--- src/rtl/core/cc_pkg.sv ---
// ----------------------------------------------------------------------------
// cc_pkg
// Shared constants and codes of the cross-correlate and accumulate block.
// ----------------------------------------------------------------------------
package cc_pkg;

	localparam int MAX_ANTENNAS_DEF = 4;
	localparam int MAX_CHANNELS_DEF = 64;
	localparam int SAMPLE_BITS_DEF  = 16;
	localparam int ACC_BITS_DEF     = 48;

	localparam int CNT_BITS    = 16;
	localparam int QUEUE_DEPTH = 4;

	localparam int ANT_CFG_BITS  = 3;
	localparam int CHAN_CFG_BITS = 7;
	localparam int CFG_BITS      = 7;

	localparam logic [ANT_CFG_BITS-1:0]  ANT_CFG_RESET  = 3'd4;
	localparam logic [CHAN_CFG_BITS-1:0] CHAN_CFG_RESET = 7'd64;

	typedef enum logic {
		REG_ANTENNAS = 1'b0,
		REG_CHANNELS = 1'b1
	} reg_idx_t;

	typedef enum logic [1:0] {
		CMD_CLEAR     = 2'd0,
		CMD_LOAD      = 2'd1,
		CMD_CORRELATE = 2'd2,
		CMD_READ      = 2'd3
	} cmd_t;

endpackage

--- src/rtl/core/cc_queue.sv ---
// ----------------------------------------------------------------------------
// cc_queue
// Short FIFO between the input side and the execution side.
// ----------------------------------------------------------------------------
module cc_queue #(
	parameter int WIDTH = 8,
	parameter int DEPTH = cc_pkg::QUEUE_DEPTH,
	localparam int PW = (DEPTH > 1) ? $clog2(DEPTH) : 1
) (
	input  logic             clk,
	input  logic             arst_n,
	input  logic             push,
	input  logic [WIDTH-1:0] wdata,
	output logic             full,
	input  logic             pop,
	output logic             nonempty,
	output logic [WIDTH-1:0] rdata
);

	logic [WIDTH-1:0] slot_q [DEPTH];
	logic [PW-1:0]    wr_q;
	logic [PW-1:0]    rd_q;
	logic [PW:0]      fill_q;

	assign full     = (int'(fill_q) == DEPTH);
	assign nonempty = (fill_q != '0);
	assign rdata    = slot_q[rd_q];

	always_ff @(posedge clk) begin
		if (push) begin
			slot_q[wr_q] <= wdata;
		end
	end

	always_ff @(posedge clk or negedge arst_n) begin
		if (!arst_n) begin
			wr_q   <= '0;
			rd_q   <= '0;
			fill_q <= '0;
		end else begin
			if (push) begin
				wr_q <= (int'(wr_q) == DEPTH - 1) ? '0 : wr_q + 1'b1;
			end
			if (pop) begin
				rd_q <= (int'(rd_q) == DEPTH - 1) ? '0 : rd_q + 1'b1;
			end
			if (push && !pop) begin
				fill_q <= fill_q + 1'b1;
			end else if (pop && !push) begin
				fill_q <= fill_q - 1'b1;
			end
		end
	end

endmodule

--- config.mk ---
export PLATFORM = sky130hd
export DESIGN_NAME = cc_queue
export DESIGN_NICKNAME = d
export VERILOG_FILES = /design/src/rtl/core/cc_pkg.sv /design/src/rtl/core/cc_queue.sv
export SDC_FILE = /design/constraint.sdc
export NUM_CORES = 1
export LEC_CHECK = 0
export BUFFER_PORTS_ARGS = -buffer_cell sky130_fd_sc_hd__buf_4
export CORE_AREA = 3 3 56 58
export CTS_CLUSTER_SIZE = 10
export DETAILED_ROUTE_END_ITERATION = 16
export DIE_AREA = 0 0 59 61
export PLACE_DENSITY = 0.79
export SETUP_SLACK_MARGIN = 0.2
export SYNTH_ARGS = -nofsm -noshare
export SYNTH_HDL_FRONTEND = slang
export SYNTH_SLANG_ARGS = --single-unit
--- constraint.sdc ---
create_clock -name clk -period 2.78 [get_ports clk]
set_clock_uncertainty 0.2 [all_clocks]
set_input_delay 0.556 -clock clk [delete_from_list [all_inputs] [get_ports clk]]
set_output_delay 0.556 -clock clk [all_outputs]
set_load 0.02 [all_outputs]
* Word level (Yosys, flattened, before mapping) *
Memory sizes are Yosys's and may differ from the RTL's.
Cells that the tools add are included.

operators by class
  $add $sub $neg = 4
  equality and inequality tests = 3
  mux-type cells = 6
  reductions and logical operators = 6

operators by type and width
  kind                                               count
  two-way mux 3 bit                                  2
  adder 2 x 1 -> 2 bit (second input constant)       2
  == test 2 x 1 -> 1 bit (second input constant)     2
  two-way mux 2 bit                                  2
  adder 3 x 1 -> 3 bit (second input constant)       1
  == test 3 bit (second input constant)              1
  nonzero test 3 bit                                 1
  subtractor 3 x 1 -> 3 bit (second input constant)  1
  logical AND 1 bit                                  2
  logical NOT 1 bit                                  2
  two-way mux 1 bit                                  2
  nonzero test 2 bit                                 1

word-level totals
  register bits after elaboration = 7
  memory bits (writable) = 32
  input bits = 12
  word-level logic and storage cells = 23
  memories = 1

memory list
  memory  depth  width  rd ports  clocked after memory_dff  write ports  RTL line        text
  slot_q  4      8      1         0                         1            cc_queue.sv:20  logic [WIDTH-1:0] slot_q [DEPTH];

* Longest topological paths before layout *
Gate-level depths: netlist of run 1.

  depth after elaboration = 4
  gate-level depth with buffers = 7
  mapped depth without buffers = 7

* Least setup slack after synthesis of run 1 *
Ideal clock, no wire load.

  kind = register to output
  from = register rd_q[0]
  to = output port rdata[0]
  arrival time = 1,078 ps
  data required time = 2,024 ps
  path slack = 946 ps
  stages on the path, launching flop included = 3
  buffers on the path = 1
  cell sequence = dfrtp_1 buf_6 mux4_2

between the ends
  longest elaborated chain between the ends = 1

RTL lines
  what                      RTL line        text
  start: declaration        cc_queue.sv:22  logic [PW-1:0] rd_q;
  start signal: assignment  cc_queue.sv:45  rd_q <= (int'(rd_q) == DEPTH - 1) ? '0 : rd_q + 1'b1;
  memory (4 x 8 bit)        -
  end: declaration          cc_queue.sv:17  output logic [WIDTH-1:0] rdata

Every way passes these cells.

* Worst setup path after layout of run 1 *
Ends and elaborated chain as after synthesis.

==> results of run 1 <==
-- worst max-delay path: stages, from the launching register on --
cell and delay (ns):
dfrtp_2 0.59, mux4_2 0.55, buf_4 0.17
-- cells in the final DEF, fill, tap and decap left out --
| cell | netlist | layout |
|---|---|---|
| ha_1 | 6 | 6 |
| edfxtp_1 | 32 | 32 |
| or3_1 | 1 | 1 |
| inv_1 | 5 | 5 |
| dfrtp_2 | 0 | 1 |
| clkbuf_4 | 0 | 5 |
| clkbuf_1 | 0 | 1 |
| nor2_1 | 2 | 2 |
| nor3b_1 | 1 | 1 |
| buf_4 | 0 | 21 |
| fa_1 | 1 | 1 |
| nand3_1 | 1 | 1 |
| dfrtp_1 | 7 | 6 |
| xor2_1 | 2 | 2 |
| nand2_1 | 1 | 1 |
| and2_1 | 4 | 4 |
| o21ai_0 | 2 | 2 |
| mux4_2 | 8 | 8 |
| bufinv_16 | 0 | 1 |
| mux2_2 | 3 | 3 |
| xnor2_1 | 1 | 1 |
| dlygate4sd3_1 | 0 | 1 |
-- where the power goes --
group	total (mW)	internal, mW	switching [mW]
logic	0.594	0.314	0.280
clock network	0.348	0.185	0.162
registers	0.889	0.769	0.120
total	1.83	1.27	0.562
-- state kept, by name (all words and copies together), names as in the netlist --
register / cells
wr_q: 2
fill_q: 3
slot_q: 32
rd_q: 2
-- kinds of logic (layout without fill, tap and decap cells) --
kind of cell / Yosys count / in the layout / share of synthesized area
adders and majority gates: 7 / 7 / 0.0605
muxes: 11 / 11 / 0.136
buffers and inverters: 7 / 34 / 0.0223
DFF: 39 / 39 / 0.723
xor gates and xnor gates: 3 / 3 / 0.0167
and+or+nand+nor: 10 / 10 / 0.0350
AOI/OAI and AO/OA: 2 / 2 / 0.00637
-- through the flow --
stage / hold WS (ns) / instance area [um^2] / utilization / instances / setup slack (ns)
floorplan: 0.0604 / 1570 / - / 79 / 0.946
global placement: 0.175 / 1750 / 0.646 / 129 / 0.539
detailed placement: 0.180 / 1750 / 0.646 / 129 / 0.529
CTS: 0.207 / 1830 / 0.677 / 137 / 0.346
global route: 0.195 / 1830 / 0.677 / 137 / 0.282
finish: 0.217 / 1830 / 0.677 / 137 / 0.379
-- how the worst min path moves through the flow --
stage,startpoint,endpoint,slack (ns),cells after the start
finish,wdata[3],slot_q[2][3]$_DFFE_PP_,0.22,1
global route,wdata[1],slot_q[0][1]$_DFFE_PP_,0.19,1
CTS,wdata[3],slot_q[2][3]$_DFFE_PP_,0.21,1
detailed placement,arst_n,fill_q[2]$_DFFE_PN0P_,0.18,1
global placement,arst_n,fill_q[2]$_DFFE_PN0P_,0.18,1
floorplan,arst_n,fill_q[0]$_DFFE_PN0P_,0.06,0
-- metal layers --
| metal | routed length [um] | share of wire |
|---|---|---|
| met5 | 0 | 0 |
| met1 | 929 | 0.39 |
| met4 | 40 | 0.017 |
| met2 | 1330 | 0.55 |
| met3 | 101 | 0.042 |
-- cell usage after synthesis (all sizes together) --
cell	instances
dfrtp	7
ha	6
buf	2
fa	1
xnor2	1
or3	1
mux2	3
mux4	8
edfxtp	32
nand2	1
xor2	2
nor2	2
o21ai	2
inv	5
nand3	1
nor3b	1
and2	4
-- layout make-up --
cell class,instances,area [um^2]
Multi-Input combinational cell,33,400
Fill cell,183,876
Tap cell,31,38.8
Clock inverter,1,30.0
Sequential cell,39,1140
Clock buffer,6,41.3
Timing Repair Buffer,22,168
Inverter,5,18.8
-- repair_timing --
| item | CTS | global route |
|---|---|---|
| setup endpoints to repair | 8 | 0 |
| hold buffers | 1 | 0 |
| hold endpoints to repair | 7 | 0 |
| resized for setup | 1 | 0 |
==> results.md, run 1 <==
* Syn nets at 98
* Mapped Cells at 79
* Reg2reg start: wr_q[0]$_DFFE_PN0P_
* Post-DP HPWL at 1720 um
* Post-route ant nets at 0
* Via density at 5.47
* Crit Reg-Reg Endpoint: slot_q[0][6]$_DFFE_PP_
* Max Root-Sink Buffers at 2
* Crit path max fanout at 11
* P per Cell Area at 998 mW/mm^2
* RSZ-0062 raised after global routing: false
* Synth top area share at 0.611
* Pre-antenna DRT Iters at 5
* Worst R2R Path Depth at 3
* Met2 GRT Util at 0.282
* GRT overflow at 0
* Clk sink count at 39
* Buffers on Ports at 21
* Met3 Use GR at 0.0468
* Crit path launch: rd_q[0]$_DFFE_PN0P_
* Hold Crit Class: in2reg
* Met1 usage at 0.169
* Area Overhead vs Synth at 16.7%
* Avg Cell Area, Syn at 19.9 um^2
* CTS buffer count at 5
* Routed vias at 749
* Endpoint type of the worst setup path: primary output
* Post-CTS setup buffers at 0
* Synth Warn # at 0
* VDD IR-drop max at 0.679 mV
* Largest cells by area after synthesis: edfxtp_1, mux4_2, dfrtp_1
* CTS tree: done
* Clock-pin slew on the worst setup and hold paths at 0.11 ns
* Die width at 59 um
* Setup TNS at 0 ns
* Final Total Pwr at 1.83 mW
* Root Buffer Master: clkbuf_4
* Worst-Skew Late Latency at 0.33 ns
* Largest net degree at the start of global routing at 12
* FP Rows at 19
* DRC viols at 0
* Final Setup Violations at 0
* Critical Path Source Type: register
* Period utilization at 0.864
* H-Tree Depth at 2
* Outcome: finished, final reports clean
* Final WL at 2400 um
* Cell area after synthesis at 0.00157 mm^2
* GR peak layer: met2
* Drt wl/cell at 17.5 um
* Starting DRT DRC Count at 14
* Final nets at 125
* Initial antenna violation count at 0
* Netlist cell types at 18
* Synth Register Bits at 39
* Share of cells above drive strength 1 at 0.368
* Chip height at 61 um
* Gpl congestion at 0.636
* Worst Path Class, Setup: reg2out
* Final Max Slew Viols at 0
* Fin crit period at 2.40 ns
* Yosys top cell by area: edfxtp_1
* Measured slew at the worst slew-check pin at 0.460 ns
* Reg2reg setup slack at 1.15 ns
* Number of global-route vias before repair at 858
* GRT Util Overall at 0.159
* Max frequency at 416 MHz
* Worst path required time at 2.02 ns
* Worst path arrival time at 1.65 ns
* Slew headroom at 0.694
* Fin. Hold Viols at 0
* First-pass GRT wire length at 3870 um
* I/O pins at 22
* CP Capture Point: rdata[0]
* Initial core utilization at 0.580
* Core area at 0.00271 mm^2
* Sequential fraction of the synthesis area at 0.723
* Max cap viols at 0
* ANT cells at 0
* Area of the die at 0.00360 mm^2
* Leak pwr at 0.690 nW
Power figures use the tool's default switching activity.
==> inputs of run 2 (changes only) <==
--- a/config.mk
+++ b/config.mk
@@ -6,11 +6,11 @@
 export NUM_CORES = 1
 export LEC_CHECK = 0
 export BUFFER_PORTS_ARGS = -buffer_cell sky130_fd_sc_hd__buf_4
-export CORE_AREA = 3 3 56 58
+export CORE_AREA = 2 2 60 62
 export CTS_CLUSTER_SIZE = 10
 export DETAILED_ROUTE_END_ITERATION = 16
-export DIE_AREA = 0 0 59 61
-export PLACE_DENSITY = 0.79
+export DIE_AREA = 0 0 62 64
+export PLACE_DENSITY = 0.68
 export SETUP_SLACK_MARGIN = 0.2
 export SYNTH_ARGS = -nofsm -noshare
 export SYNTH_HDL_FRONTEND = slang
==> results.md, run 2 (synthesis results as in run 1) <==
* Outcome: finished, final reports clean
* Starting DRT DRC Count at 24
* Biggest regs: slot_q: 32 flops, fill_q: 3 flops
* Endpoint type of the worst setup path: primary output
* VDD IR-drop max at 0.459 mV
* Final nets at 125
* Slew headroom at 0.706
* Measured slew at the worst slew-check pin at 0.441 ns
* GRT overflow at 0
* Initial core utilization at 0.478
* Pre-antenna DRT Iters at 4
* I/O pins at 22
* Crit path max fanout at 11
* Leak pwr at 0.687 nW
* Max cap viols at 0
* Critical Path Source Type: register
* Area of the die at 0.00397 mm^2
* GRT Util Overall at 0.146
* Worst path arrival time at 1.66 ns
* Area Overhead vs Synth at 17.2%
* Post-route ant nets at 0
* Fin crit period at 2.42 ns
* Most frequent cells in the layout: edfxtp_1, buf_4, mux4_2
* CP max stage cell: dfrtp_2
* Max frequency at 414 MHz
* FP Rows at 21
* Die width at 62 um
* Worst-Skew Late Latency at 0.34 ns
* Max Root-Sink Buffers at 2
* Initial antenna violation count at 0
* Share of cells above drive strength 1 at 0.374
* Root Buffer Master: clkbuf_4
* Utilization after layout at 0.561
* Gpl congestion at 0.693
* ANT cells at 0
* Worst Path Class, Setup: reg2out
* DRC viols at 0
* FF+latch area at 0.00114 mm^2
* P per Cell Area at 963 mW/mm^2
* Max incr delay on CP at 0.59 ns
* Period utilization at 0.869
* CTS tree: done
* Buffers on Ports at 21
* Final WL at 2370 um
* H-Tree Depth at 2
* Worst path required time at 2.02 ns
* Hold Crit Class: in2reg
* Chip height at 64 um
* Final Setup Violations at 0
* Placed Instance Area at 0.00177 mm^2
* Post-DP HPWL at 1700 um
* Area of the multi-input gates at 400 um^2
* Fin. Hold Viols at 0
* Core area at 0.00328 mm^2
* Largest net degree at the start of global routing at 13
* Drt wl/cell at 15.5 um
* RSZ-0062 raised after global routing: false
* Final cell area excluding filler cells at 0.00184 mm^2
* Routed vias at 753
* Final Max Slew Viols at 0
* Clock-pin slew on the worst setup and hold paths at 0.11 ns
* Reg with most FFs: slot_q
* Number of global-route vias before repair at 842
* Clk sink count at 39
* Via density at 4.92
* Worst path cell trace: mux4_2 -> buf_4
* Most common cell after layout, fill and taps aside: edfxtp_1
* CTS buffer count at 5
* Setup TNS at 0 ns
* First-pass GRT wire length at 3890 um
* Filler cells at 274
* Largest register FFs at 32
## run 2: layout make-up
cell class                 count  share of cell area
clock inverter                 1             0.00272
timing repair buffer          22              0.0910
inverter                       5              0.0102
tap                           46              0.0312
clock buffer                   7              0.0299
multi-input combinational     33               0.217
sequential                    39               0.618
## run 2: repair_timing
action	4_1_cts	5_1_grt
hold endpoints to repair	7	0
buffers inserted	0	0
gates resized for setup	1	0
setup endpoints to repair	8	0
hold buffers	1	0
## run 2: report_power, final
group	internal [mW]	switching (mW)
Sequential	0.769	0.119
Clock	0.123	0.169
Combinational	0.314	0.280
Total	1.21	0.568
## run 2: final timing paths
check | start | endpoint | slack [ns] | depth (start not counted)
setup reg to reg | wr_q[0]$_DFFE_PN0P_ | slot_q[0][6]$_DFFE_PP_ | 1.16 | 3
hold / removal | wdata[0] | slot_q[2][0]$_DFFE_PP_ | 0.21 | 1
min in group asynchronous | arst_n | fill_q[2]$_DFFE_PN0P_ | 0.36 | 2
max in group asynchronous | arst_n | rd_q[0]$_DFFE_PN0P_ | 1.89 | 2
setup / recovery | rd_q[0]$_DFFE_PN0P_ | rdata[1] | 0.36 | 2
hold reg to reg | fill_q[2]$_DFFE_PN0P_ | fill_q[2]$_DFFE_PN0P_ | 0.31 | 1
## run 2: worst max-delay path, delay by kind of cell, from the launching register on
family,cells,cell delay (ns)
buf+inv,1,0.17
flops,1,0.59
mux,1,0.56
## run 2: metal layers
layer	share of wire	up-vias	wire [um]	GRT usage
met4	0.024	0	57	0.0718
met3	0.047	6	112	0.0628
met5	0	-	0	0
met2	0.54	15	1280	0.237
met1	0.39	378	924	0.158
li1	-	354	-	-
## run 2: metrics by stage
stage               cells  total power [mW]  hold WS (ns)  setup slack, ns
floorplan              79              1.30        0.0604            0.946
global placement      144              1.48         0.178            0.536
detailed placement    144              1.51         0.182            0.528
CTS                   153              1.81         0.194            0.328
global route          153              1.90         0.182            0.253
finish                153              1.77         0.208            0.364
==> inputs of run 3 (changes only) <==
--- a/config.mk
+++ b/config.mk
@@ -7,9 +7,11 @@
 export LEC_CHECK = 0
 export BUFFER_PORTS_ARGS = -buffer_cell sky130_fd_sc_hd__buf_4
 export CORE_AREA = 2 2 60 62
+export CTS_BUF_LIST = sky130_fd_sc_hd__clkbuf_4 sky130_fd_sc_hd__clkbuf_8
 export CTS_CLUSTER_SIZE = 10
 export DETAILED_ROUTE_END_ITERATION = 16
 export DIE_AREA = 0 0 62 64
+export GPL_ROUTABILITY_DRIVEN = 0
 export PLACE_DENSITY = 0.68
 export SETUP_SLACK_MARGIN = 0.2
 export SYNTH_ARGS = -nofsm -noshare
==> results.md, run 3 (synthesis results as in run 1) <==
* Share of cells above drive strength 1 at 0.383
* Reg with most FFs: slot_q
* Max Root-Sink Buffers at 2
* Hold Crit Class: in2reg
* Max frequency at 415 MHz
* GRT Util Overall at 0.146
* Buffers on Ports at 21
* Final Max Slew Viols at 0
* Core area at 0.00328 mm^2
* Placed Instance Area at 0.00177 mm^2
* Most common cell after layout, fill and taps aside: edfxtp_1
* Crit path max fanout at 11
* Final Setup Violations at 0
* Number of global-route vias before repair at 831
* I/O pins at 22
* Max cap viols at 0
* RSZ-0062 raised after global routing: false
* Initial core utilization at 0.478
* Reg2reg setup slack at 1.15 ns
* P per Cell Area at 966 mW/mm^2
* Initial antenna violation count at 0
* Most frequent cells in the layout: edfxtp_1, buf_4, mux4_2
* Min-delay src: wdata[0]
* Area of the die at 0.00397 mm^2
* ANT cells at 0
* GRT overflow at 0
* Slew headroom at 0.703
* Sw frac at 0.318
* Final cell area excluding filler cells at 0.00185 mm^2
* Worst path required time at 2.02 ns
* Hold path depth at 1
* DRC viols at 0
* Via density at 4.88
* Outcome: finished, final reports clean
* Worst path cell trace: mux4_2 -> buf_4
* WHS Endpoint: slot_q[2][0]$_DFFE_PP_
* Max incr delay on CP at 0.59 ns
* Clock-pin slew on the worst setup and hold paths at 0.11 ns
* Non-Filler Instances at 153
* CTS buffer count at 5
* Clock power frac at 0.169
* Crit Reg-Reg Endpoint: slot_q[0][6]$_DFFE_PP_
* H-Tree Depth at 2
* Worst R2R Path Depth at 3
* Pre-antenna DRT Iters at 4
* Die width at 62 um
* CP max stage cell: dfrtp_2
* Utilization after layout at 0.562
* CTS tree: done
* Final nets at 125
* Largest net degree at the start of global routing at 13
* Root Buffer Master: clkbuf_4
* Endpoint type of the worst setup path: primary output
* Setup TNS at 0 ns
* Placed cells at 144
* Period utilization at 0.868
* Seq pwr share at 0.498
* Comb power frac at 0.333
* Final Total Pwr at 1.78 mW
* Largest register FFs at 32
* First-pass GRT wire length at 3880 um
* Biggest regs: slot_q: 32 flops, fill_q: 3 flops
* Measured slew at the worst slew-check pin at 0.446 ns
* Switch Pwr at 567 uW
* Fin. Hold Viols at 0
* Area Overhead vs Synth at 17.4%
* Reg2reg start: wr_q[0]$_DFFE_PN0P_
* Worst-Skew Late Latency at 0.33 ns
* Post-DP HPWL at 1700 um
* Critical Path Source Type: register
* Post-CTS setup buffers at 0
* VDD IR-drop max at 0.435 mV
* Fin crit period at 2.41 ns
* Worst path arrival time at 1.66 ns
* Filler cells at 274
* Clk sink count at 39
* FP Rows at 21
* Leak pwr at 0.691 nW
* Drt wl/cell at 15.5 um
* Post-route ant nets at 0
* Worst Path Class, Setup: reg2out
* Starting DRT DRC Count at 17
* Internal Power at 1.22 mW
* FF+latch area at 0.00114 mm^2
* Chip height at 64 um
* Final WL at 2370 um
* Routed vias at 747
* Area of the multi-input gates at 400 um^2
run 3: worst max-delay path: cells and delay by family (launching register included):
kind / cells / cell delay (ns)
DFF: 1 / 0.59
buffers and inverters: 1 / 0.17
muxes: 1 / 0.56
run 3: what timing repair did:
action	in CTS	in global routing
endpoints found under the hold margin	7	0
resized for setup	1	0
hold buffers	1	0
endpoints found under the setup margin	8	0
run 3: worst max-delay path by stage:
stage / cells after the start / slack [ns] / to / start
after detailed placement: 2 / 0.53 / rdata[1] / rd_q[0]$_DFFE_PN0P_
after CTS: 2 / 0.33 / rdata[1] / rd_q[0]$_DFFE_PN0P_
after floorplan: 2 / 0.95 / rdata[0] / rd_q[0]$_DFFE_PN0P_
after global placement: 2 / 0.54 / rdata[2] / rd_q[0]$_DFFE_PN0P_
final: 2 / 0.37 / rdata[1] / rd_q[0]$_DFFE_PN0P_
after global routing: 2 / 0.26 / rdata[1] / rd_q[0]$_DFFE_PN0P_
run 3: per-layer routing:
layer,track usage,share of wire,up-vias
met1,0.164,0.38,373
li1,-,-,354
met4,0.0638,0.021,0
met5,0,0,-
met2,0.234,0.56,16
met3,0.0628,0.046,4
run 3: cell type report:
class                           count  share of cell area
Timing Repair Buffer               22              0.0908
Clock buffer                        7              0.0319
Sequential cell                    39               0.616
Clock inverter                      1             0.00271
Tap cell                           46              0.0312
Inverter                            5              0.0102
Multi-Input combinational cell     33               0.217
run 3: power groups by stage:
stage               registers (mW)  clock network [mW]  logic (mW)
floorplan                    0.826                   0       0.470
global placement             0.896                   0       0.583
detailed placement           0.906                   0       0.607
CTS                          0.894               0.311       0.609
global route                 0.913               0.342       0.655
finish                       0.888               0.301       0.594
run 3: metrics by stage:
step | setup slack (ns) | hold WS [ns]
after floorplan | 0.946 | 0.0604
after global placement | 0.536 | 0.178
after detailed placement | 0.528 | 0.182
after CTS | 0.332 | 0.197
after global routing | 0.257 | 0.180
final | 0.368 | 0.211
